$ cat src/sv/vsm_pkg.sv
// shared types and constants for the temporal-variance soft mask
package vsm_pkg;

    localparam int MAG_W           = 16;
    localparam int RES_W           = MAG_W + 1;
    localparam int ENT_W           = RES_W + MAG_W;
    localparam int HS_W            = 6;
    localparam int BIN_OUT_W       = 10;
    localparam int MASK_W          = 16;
    localparam int FRAC_BITS       = 15;
    localparam int PADDR_W         = 3;
    localparam int PDATA_W         = 32;
    localparam int HISTORY_MAX_DEF = 32;
    localparam int NUM_BINS_DEF    = 1024;

    localparam logic [HS_W-1:0]   HS_RESET = HS_W'(8);
    localparam logic [MASK_W-1:0] MASK_ONE = MASK_W'(1) << FRAC_BITS;

    // register index, taken from paddr[2]
    localparam logic REG_HISTORY_SIZE = 1'b0;

    typedef struct packed {
        logic [MAG_W-1:0] mixture_magnitude;
        logic [MAG_W-1:0] source_magnitude;
        logic             last_in_frame;
    } in_item_t;

    typedef struct packed {
        logic [MASK_W-1:0]    mask_value;
        logic [BIN_OUT_W-1:0] bin_number;
        logic                 frame_end;
    } out_item_t;

endpackage

$ cat src/sv/vsm_div.sv
// restoring divider for the Q1.15 mask ratio, one quotient bit per cycle
module vsm_div #(
    parameter int DW = 45
) (
    input  logic                      aclk,
    input  logic                      aresetn,
    input  logic                      start,
    input  logic [DW-1:0]             num,
    input  logic [DW-1:0]             den,
    output logic                      done,
    output logic [vsm_pkg::MASK_W-1:0] quot
);
    import vsm_pkg::*;

    localparam int CNT_W = $clog2(FRAC_BITS + 1);

    logic              busy_reg;
    logic              done_reg;
    logic [CNT_W-1:0]  cnt_reg;
    logic [DW-1:0]     rem_reg;
    logic [DW-1:0]     den_reg;
    logic [MASK_W-1:0] quot_reg;
    logic [DW:0]       shifted;
    logic              take;

    assign shifted = {rem_reg, 1'b0};
    assign take    = shifted >= {1'b0, den_reg};

    always_ff @(posedge aclk) begin
        if (!aresetn) begin
            busy_reg <= 1'b0;
            done_reg <= 1'b0;
            cnt_reg  <= '0;
        end else begin
            done_reg <= 1'b0;
            if (start) begin
                den_reg <= den;
                rem_reg <= num;
                if (den == '0) begin
                    quot_reg <= '0;
                    done_reg <= 1'b1;
                end else if (num >= den) begin
                    quot_reg <= MASK_ONE;
                    done_reg <= 1'b1;
                end else begin
                    quot_reg <= '0;
                    busy_reg <= 1'b1;
                    cnt_reg  <= CNT_W'(FRAC_BITS);
                end
            end else if (busy_reg) begin
                rem_reg  <= take ? DW'(shifted - {1'b0, den_reg}) : DW'(shifted);
                quot_reg <= {quot_reg[MASK_W-2:0], take};
                cnt_reg  <= cnt_reg - CNT_W'(1);
                if (cnt_reg == CNT_W'(1)) begin
                    busy_reg <= 1'b0;
                    done_reg <= 1'b1;
                end
            end
        end
    end

    assign done = done_reg;
    assign quot = quot_reg;

endmodule
$ cat config.mk
export PLATFORM = sky130hd
export DESIGN_NAME = vsm_div
export DESIGN_NICKNAME = d
export VERILOG_FILES = /design/src/sv/vsm_pkg.sv /design/src/sv/vsm_div.sv
export SDC_FILE = /design/constraint.sdc
export NUM_CORES = 1
export LEC_CHECK = 0
export BUFFER_PORTS_ARGS = -buffer_cell sky130_fd_sc_hd__buf_4
export CORE_UTILIZATION = 40
export CTS_BUF_LIST = sky130_fd_sc_hd__clkbuf_4 sky130_fd_sc_hd__clkbuf_8
export CTS_CLUSTER_SIZE = 25
export DETAILED_ROUTE_END_ITERATION = 10
export PLACE_DENSITY = 0.66
export SLEW_MARGIN = 0
export SYNTH_ARGS = -nofsm -noshare
export SYNTH_HDL_FRONTEND = slang
export SYNTH_SLANG_ARGS = --single-unit
$ cat constraint.sdc
create_clock -name aclk -period 3.8 [get_ports aclk]
set_clock_uncertainty 0.1 [all_clocks]
set_input_delay 0.57 -clock aclk [delete_from_list [all_inputs] [get_ports aclk]]
set_output_delay 0.57 -clock aclk [all_outputs]
set_load 0.05 [all_outputs]
==> impl_metrics.json, run 1 <==
{
  "synth-compound-area-share": 0.2260,
  "synth-edff-count": 106,
  "ff_latch_area_um2": 3303,
  "leakagePower_nw": 4.548,
  "antenna_left": 0,
  "ios": 110,
  "tns_ps": 0,
  "synth-seq-area-share": 0.3764,
  "ir_drop_v": 0.0002030,
  "antenna_cells": 0,
  "grt_max_degree": 47,
  "areaGrowthSynthToFinish_pct": 14.56,
  "cp.arrival_ps": 3560,
  "die_area_um2": 22530,
  "ys_top_cells_by_area": "edfxtp_1 (36%), ha_1 (13%), a21oi_1 (6.0%)",
  "multi_input_area_um2": 4871,
  "vias": 7440,
  "ys_ff_latch": 112,
  "synthDistinctLibCells": 71,
  "avgSynthCellArea_um2": 9.065,
  "critPathMaxStageDelay_ps": 500,
  "hold_viol_final": 0,
  "chipHeight_um": 150.1,
  "netlist_instances": 968,
  "synth_top_family_by_area": "compound AO/OA/AOI/OAI gates",
  "hold_path.class": "in2reg",
  "grt_pass1_wl_um": 37680,
  "route.detailed.drc": 0,
  "synth_ff_type": "edfxtp_1",
  "critPathKind": "reg2reg",
  "holdWs_ps": 255.1,
  "drtIter0Drc": 562,
  "yosysWarnings": 0,
  "slowest_stage": "ha_1",
  "powerDensity_nw_per_um2": 373.1,
  "place.gp.congestion": 0.9303,
  "reg2reg_to": "rem_reg[39]$_DFFE_PP_",
  "slew_headroom": 0.5016,
  "htree_levels": 3,
  "drt-pass1-iter-count": 5,
  "synthArstFlopShare": 0,
  "numCtsBuffers": 9,
  "cp_cell_sequence": "ha_1 > nand4_1 > nor4_2 > nand4_1 > o211ai_2 > a2111oi_4 > and2_1 > buf_12 > or3b_1 > a2bb2oi_1",
  "die_w_um": 150.1,
  "dpl.hpwl_um": 18670,
  "syn_area_um2": 8775,
  "setup_viol": 0,
  "viasPerCell": 5.556,
  "wl_um": 23850,
  "cts_tree": "done",
  "max-cap-violations": 0,
  "fp-row-count": 53,
  "grt.overflow.total": 0,
  "cp_max_fo": 22,
  "start_util": 0.4122,
  "synth_adder_area_share": 0.1335,
  "critPathMostFrequentCell": "nand4_1",
  "r2r-start": "rem_reg[36]$_DFFE_PP_",
  "period_minus_slack_ps": 3418,
  "clock_path_buffers": 2,
  "status": "finished clean",
  "root_buffer": "clkbuf_8",
  "antenna_found_initial": 1,
  "rsz0062_at_grt": "false",
  "io_buffers": 109,
  "holdPathStages": 1,
  "synth_nets": 1154,
  "synth_xor_area_frac": 0.03394,
  "clock_sinks": 112,
  "fin_util": 0.4722,
  "crit_required_ps": 3940,
  "netlist.area_leader.share": 0.3628,
  "yosys.area.top_type": "edfxtp_1",
  "synthMuxAreaShare": 0.009981,
  "fin_crit_sh": 0.8995,
  "wl_per_cell_um": 17.81,
  "cts_setup_buffers": 0,
  "netlist_top_cells_count": "a21oi_1 (106), edfxtp_1 (106), inv_1 (105)",
  "clk_pin_slew_worst_paths_ps": 110,
  "worst_pin_slew_ps": 747.6,
  "slew_violations": 0,
  "hold_end": "den_reg[16]$_DFFE_PP_",
  "grt_usage": 0.2168,
  "clock_latency_ps": 400,
  "nNetsFinal": 1245,
  "synthSimpleGateAreaFrac": 0.1514,
  "drive_gt1_frac": 0.1494,
  "end_kind": "flip-flop",
  "hold_buffers": 0,
  "ctsResizeCount": 0,
  "r2r_cells": 10,
  "timing.reg2reg.setup_slack_ps": 380,
  "coreArea_um2": 21290,
  "min_from": "den[16]",
  "path_delay_family": "simple AND/OR/NAND/NOR gates",
  "nFillCells": 2089,
  "fmax_mhz": 292.6,
  "grt_pass1_vias": 7374,
  "startpoint_type": "flip-flop",
  "path_buf_inv": 1
}
==> final cells by class <==
| cell class | count | share of cell area |
|---|---|---|
| sequential | 112 | 0.3286 |
| clock inverter | 7 | 0.006970 |
| timing repair buffer | 121 | 0.09410 |
| tap | 275 | 0.03423 |
| clock buffer | 9 | 0.01232 |
| multi-input combinational | 710 | 0.4846 |
| inverter | 105 | 0.03921 |
==> through the flow <==
stage | worst slack, ps | std cells | total power, mW | cell area, um2
final | 382.0 | 1339 | 3.750 | 10050
after global routing | 132.9 | 1339 | 3.979 | 10050
after detailed placement | 436.0 | 1323 | 3.010 | 9858
after global placement | 487.8 | 1323 | 2.993 | 9858
after floorplan | 782.7 | 968 | 2.605 | 8775
after CTS | 400.6 | 1339 | 3.756 | 10050
==> per-layer routing <==
layer	vias to the layer above	track usage	wire [um]
met5	-	0	0
met4	0	0.06061	491
met3	30	0.03242	1075
met2	183	0.3590	11000
met1	3516	0.2932	11280
li1	3711	-	-
==> cells by family (layout without fill, tap and decap cells) <==
| logic type | after synthesis | after routing |
|---|---|---|
| compound gates | 303 | 303 |
| fa+ha+maj | 93 | 93 |
| buf+inv | 146 | 242 |
| mux | 8 | 8 |
| simple gates | 272 | 272 |
| flops | 112 | 112 |
| xor+xnor | 34 | 34 |
==> power by group <==
group	internal, mW	leakage (nW)	switching [mW]	total (mW)
logic	0.592	3.39	0.866	1.46
clock network	0.307	0.101	0.444	0.751
registers	1.49	1.05	0.0517	1.54
total	2.39	4.55	1.36	3.75
==> cells in the final DEF, fill, tap and decap left out, types with 17 or more instances in the layout <==
master    Yosys  layout
buf_4         4     118
a21oi_1     106     106
edfxtp_1    106     106
inv_1       105     104
ha_1         92      92
nor2_1       72      72
nand2_1      71      71
o21ai_0      55      55
a21o_1       50      50
nand4_1      28      28
nand3_1      19      19
xnor2_1      19      19
nor2b_1      17      17
==> how the worst max path moves through the flow <==
stage                             to  cells after the start             startpoint  slack (ps)
4_1_cts        rem_reg[32]$_DFFE_PP_                     11   rem_reg[0]$_DFFE_PP_         400
3_3_place_gp   rem_reg[32]$_DFFE_PP_                     11   rem_reg[0]$_DFFE_PP_         490
2_1_floorplan   den_reg[0]$_DFFE_PP_                      4                  start         780
3_5_place_dp   rem_reg[39]$_DFFE_PP_                     11   rem_reg[0]$_DFFE_PP_         440
5_1_grt        rem_reg[39]$_DFFE_PP_                     10  rem_reg[36]$_DFFE_PP_         130
6_report       rem_reg[39]$_DFFE_PP_                     10  rem_reg[36]$_DFFE_PP_         380
Power figures use the tool's default switching activity.
==> inputs of run 2 (changes only) <==
- CELL_PAD_IN_SITES_DETAIL_PLACEMENT: unset -> 1
- CELL_PAD_IN_SITES_GLOBAL_PLACEMENT: unset -> 1
- PLACE_DENSITY: 0.66 -> 0.8
- clock period: 3.8 -> 3.9 ns (I/O delays scaled with it)
==> run 2 against run 1 <==
Sequential share of layout area is essentially flat. Via count up 3.3%. Setup slack worse by 130 ps. Global-route usage increased by 2.9 points. Wire length is 13% higher. First-iteration DRC count fell by 13%. Critical path type unchanged. Critical endpoint is now rem_reg[32]$_DFFE_PP_. Clock power increased by 3%.
==> impl_metrics.json, run 2 (synthesis gave the netlist of run 1 again) <==
{
  "status": "finished clean",
  "grt_max_degree": 49,
  "hold_path.class": "in2reg",
  "rsz0062_at_grt": "false",
  "dpl.hpwl_um": 21450,
  "numCtsBuffers": 9,
  "slowest_stage": "a311oi_1",
  "start_util": 0.4122,
  "hold_viol_final": 0,
  "drt-pass1-iter-count": 5,
  "cp.arrival_ps": 3720,
  "slew_headroom": 0.4192,
  "drtIter0Drc": 491,
  "worst_pin_slew_ps": 870.0,
  "ir_drop_v": 0.0001628,
  "wl_per_cell_um": 20.14,
  "met1_length_um": 12330,
  "clock_latency_ps": 420,
  "tns_ps": 0,
  "htree_levels": 3,
  "io_buffers": 109,
  "dp.cells": 1325,
  "chipHeight_um": 150.1,
  "grt_pass1_wl_um": 42460,
  "die_area_um2": 22530,
  "antenna_found_initial": 0,
  "grt.overflow.total": 0,
  "max-cap-violations": 0,
  "areaGrowthSynthToFinish_pct": 14.49,
  "clk_pin_slew_worst_paths_ps": 140,
  "critPathMaxStageDelay_ps": 540,
  "wl_um": 27010,
  "fin_crit_sh": 0.9361,
  "clock_sinks": 112,
  "ctsResizeCount": 0,
  "setup_viol": 0,
  "route.detailed.drc": 0,
  "cp_max_fo": 4,
  "clock_path_buffers": 2,
  "stdcell_count": 1341,
  "wl_met2_um": 12890,
  "cts_tree": "done",
  "powerDensity_nw_per_um2": 370.9,
  "place.gp.congestion": 0.9521,
  "vias": 7687,
  "period_minus_slack_ps": 3651,
  "startpoint_type": "flip-flop",
  "fmax_mhz": 273.9,
  "viasPerCell": 5.732,
  "fp-row-count": 53,
  "drive_gt1_frac": 0.1520,
  "end_kind": "flip-flop",
  "critPathKind": "reg2reg",
  "critPathMostFrequentCell": "a21oi_2",
  "antenna_left": 0,
  "hold_buffers": 0,
  "antenna_cells": 0,
  "ios": 110,
  "topRoutingLayerUsed": "met4",
  "final_common_cell": "buf_4",
  "leakagePower_nw": 4.550,
  "grt_pass1_vias": 7963,
  "wl_met3_um": 1002,
  "crit_required_ps": 3970,
  "cp_cell_sequence": "inv_1 > fa_1 > and2b_1 > o2111ai_2 > a311oi_1 > o2111ai_1 > a21oi_2 > a21oi_2 > o21bai_1 > xor2_1 > a221o_1",
  "slew_violations": 0,
  "nNetsFinal": 1247,
  "root_buffer": "clkbuf_8",
  "grt_usage": 0.2454,
  "nFillCells": 2509,
  "cts_setup_buffers": 0,
  "die_w_um": 150.1,
  "coreArea_um2": 21290,
  "final_cell_mix": "buf_4 (123), a21oi_1 (106), edfxtp_1 (106), inv_1 (104), ha_1 (92)"
}
[run 2: cell count changes in the layout (fill, tap and decap cells not counted), sizes merged]
| cell | previous run | this run |
|---|---|---|
| bufinv | 1 | 0 |
| buf | 121 | 123 |
| inv | 107 | 109 |
| clkinv | 4 | 3 |
[run 2: routing by layer]
layer | track usage | vias to the layer above
met2 | 0.4125 | 167
met5 | 0 | -
met1 | 0.3240 | 3765
li1 | - | 3712
met3 | 0.02970 | 43
met4 | 0.08788 | 0
[run 2: path summary, 6_finish.rpt]
check | from | end | slack (ps) | depth (start not counted)
setup / recovery | rem_reg[0]$_DFFE_PP_ | rem_reg[32]$_DFFE_PP_ | 250 | 11
hold / removal | den[19] | den_reg[19]$_DFFE_PP_ | 250 | 1
setup reg to reg | rem_reg[0]$_DFFE_PP_ | rem_reg[32]$_DFFE_PP_ | 250 | 11
hold reg to reg | busy_reg$_SDFFE_PN0P_ | busy_reg$_SDFFE_PN0P_ | 420 | 2
[run 2: worst max-delay path: cells and delay by family, from the launching register on]
kind	cells	cell delay [ps]
buf+inv	1	70
xor+xnor	1	120
simple gates	1	260
flops	1	400
compound gates	7	2030
fa+ha+maj	1	420
[run 2: through the flow]
step	setup WS, ps	area [um2]	util	hold WS [ps]	power, mW
after floorplan	867.7	8775	-	339.8	2.538
after global placement	416.8	9836	0.4621	373.3	2.916
after detailed placement	323.0	9836	0.4621	389.2	2.969
after CTS	271.6	10050	0.4719	240.6	3.728
after global routing	39.40	10050	0.4719	238.0	3.925
final	249.0	10050	0.4719	248.4	3.726
[run 2: layout make-up]
type / instances / area [um2] / share of cell area
Multi-Input combinational cell: 710 / 4871 / 0.4849
Tap cell: 275 / 344.1 / 0.03425
Inverter: 105 / 394.1 / 0.03923
Clock buffer: 9 / 123.9 / 0.01233
Clock inverter: 7 / 86.33 / 0.008594
Timing Repair Buffer: 123 / 923.4 / 0.09192
Sequential cell: 112 / 3303 / 0.3288
[run 2: report_power, final]
part / total, mW / internal [mW] / switching [mW]
Clock: 0.770 / 0.261 / 0.509
Combinational: 1.45 / 0.571 / 0.881
Sequential: 1.50 / 1.45 / 0.0530
==> inputs of run 3 (changes only) <==
- PLACE_DENSITY: 0.8 -> unset
- PLACE_DENSITY_LB_ADDON: unset -> 0.1
- RECOVER_POWER: unset -> 25
==> run 3 against run 2 <==
Maximum frequency up 3.0%. Register-to-register slack gained 110 ps. Non-clock buffer count shrank 3. Setup slack improved by 110 ps. Flip-flop and latch count did not move. Final area shrank 1.1%. Sequential power barely moved. First-iteration DRC count shrank 22%. Wire length decreased by 1.1%. Total power increased by 1.0%. Critical path type unchanged.
==> impl_metrics.json, run 3 (synthesis gave the netlist of run 1 again) <==
{
  "dpl.hpwl_um": 21210,
  "clk_pin_slew_worst_paths_ps": 130,
  "antenna_left": 0,
  "clock_sinks": 112,
  "areaGrowthSynthToFinish_pct": 13.19,
  "vias": 7600,
  "die_w_um": 150.1,
  "grt_pass1_wl_um": 42410,
  "r2r-start": "rem_reg[0]$_DFFE_PP_",
  "chipHeight_um": 150.1,
  "cp.arrival_ps": 3600,
  "coreArea_um2": 21290,
  "grt_usage": 0.2468,
  "r2r_cells": 11,
  "path_buf_inv": 2,
  "end_kind": "flip-flop",
  "ios": 110,
  "cts_tree": "done",
  "fp-row-count": 53,
  "wl_um": 26720,
  "critPathMaxStageDelay_ps": 420,
  "min_from": "den[17]",
  "setup_viol": 0,
  "start_util": 0.4122,
  "worst_pin_slew_ps": 754.9,
  "clock_path_buffers": 2,
  "io_buffers": 109,
  "crit_cells": 11,
  "drive_gt1_frac": 0.1119,
  "startpoint_type": "flip-flop",
  "ctsResizeCount": 0,
  "critPathKind": "reg2reg",
  "clock_latency_ps": 430,
  "fin_crit_sh": 0.9089,
  "viasPerCell": 5.680,
  "dp.cells": 1322,
  "drt-pass1-iter-count": 5,
  "grt_max_degree": 48,
  "crit_required_ps": 3950,
  "slew_headroom": 0.4921,
  "hold_viol_final": 0,
  "holdPathStages": 1,
  "antenna_cells": 0,
  "hold_path.class": "in2reg",
  "die_area_um2": 22530,
  "wl_per_cell_um": 19.97,
  "stdcell_count": 1338,
  "leakagePower_nw": 4.408,
  "root_buffer": "clkbuf_8",
  "slowest_stage": "fa_1",
  "route.detailed.drc": 0,
  "grt_pass1_vias": 7814,
  "hold_buffers": 0,
  "fmax_mhz": 282.1,
  "cts_setup_buffers": 0,
  "path_delay_family": "compound AO/OA/AOI/OAI gates",
  "slew_violations": 0,
  "max-cap-violations": 0,
  "rsz0062_at_grt": "false",
  "place.gp.congestion": 0.9120,
  "reg2reg_to": "rem_reg[28]$_DFFE_PP_",
  "cp_cell_sequence": "inv_1 > fa_1 > and2b_1 > o2111ai_2 > a31o_1 > a311oi_2 > o21bai_1 > nand2_1 > buf_4 > mux2i_1 > a21oi_1",
  "powerDensity_nw_per_um2": 378.9,
  "nNetsFinal": 1244,
  "antenna_found_initial": 0,
  "cp_max_fo": 27,
  "period_minus_slack_ps": 3545,
  "drtIter0Drc": 385,
  "numCtsBuffers": 9,
  "timing.reg2reg.setup_slack_ps": 360,
  "status": "finished clean",
  "hold_end": "den_reg[17]$_DFFE_PP_",
  "final_cell_mix": "a21oi_1 (106), edfxtp_1 (106), inv_1 (104), ha_1 (92)",
  "ir_drop_v": 0.0001864,
  "grt.overflow.total": 0,
  "htree_levels": 3,
  "tns_ps": 0
}
==> run 3: power breakdown <==
group	internal [mW]	switching [mW]	total [mW]
Sequential	1.45	0.0525	1.50
Combinational	0.554	0.875	1.43
Clock	0.323	0.507	0.831
Total	2.33	1.43	3.76
==> run 3: cell type report <==
class | count | area (um2)
multi-input cells | 710 | 4877
fillers | 2532 | 11350
inverters | 105 | 394.1
flip-flops and latches | 112 | 3303
clock buffers | 9 | 123.9
well taps | 275 | 344.1
repair buffers | 120 | 784.5
clock inverters | 7 | 105.1
==> run 3: layer usage <==
metal / global-route usage / up-vias / routed length [um]
li1: - / 3716 / -
met1: 0.3400 / 3716 / 13000
met2: 0.3995 / 140 / 12130
met3: 0.03788 / 28 / 958
met4: 0.07071 / 0 / 636
met5: 0 / - / 0
==> run 3: worst max-delay path by stage <==
stage | start | end | slack (ps)
floorplan | start | den_reg[0]$_DFFE_PP_ | 870
global placement | rem_reg[0]$_DFFE_PP_ | rem_reg[36]$_DFFE_PP_ | 330
detailed placement | rem_reg[0]$_DFFE_PP_ | rem_reg[36]$_DFFE_PP_ | 310
CTS | rem_reg[0]$_DFFE_PP_ | rem_reg[36]$_DFFE_PP_ | 250
global route | rem_reg[0]$_DFFE_PP_ | rem_reg[25]$_DFFE_PP_ | 120
finish | rem_reg[0]$_DFFE_PP_ | rem_reg[28]$_DFFE_PP_ | 360
==> run 3: through the flow <==
step	util	hold WS, ps	setup WS (ps)	area, um2	power (mW)
after CTS	0.4735	217.6	249.5	10080	3.804
final	0.4666	257.5	355.3	9932	3.763
after detailed placement	0.4628	381.3	310.9	9851	2.972
after global placement	0.4628	375.6	328.7	9851	2.942
after floorplan	-	339.8	867.7	8775	2.538
after global routing	0.4666	238.0	116.4	9932	3.989
==> run 3: worst register-to-register path, stage by stage, from the launching register on <==
cell and delay, ps:
edfxtp_1 400, inv_1 80, fa_1 420, and2b_1 260, o2111ai_2 170, a31o_1 290
a311oi_2 390, o21bai_1 180, nand2_1 260, buf_4 400, mux2i_1 250, a21oi_1 80
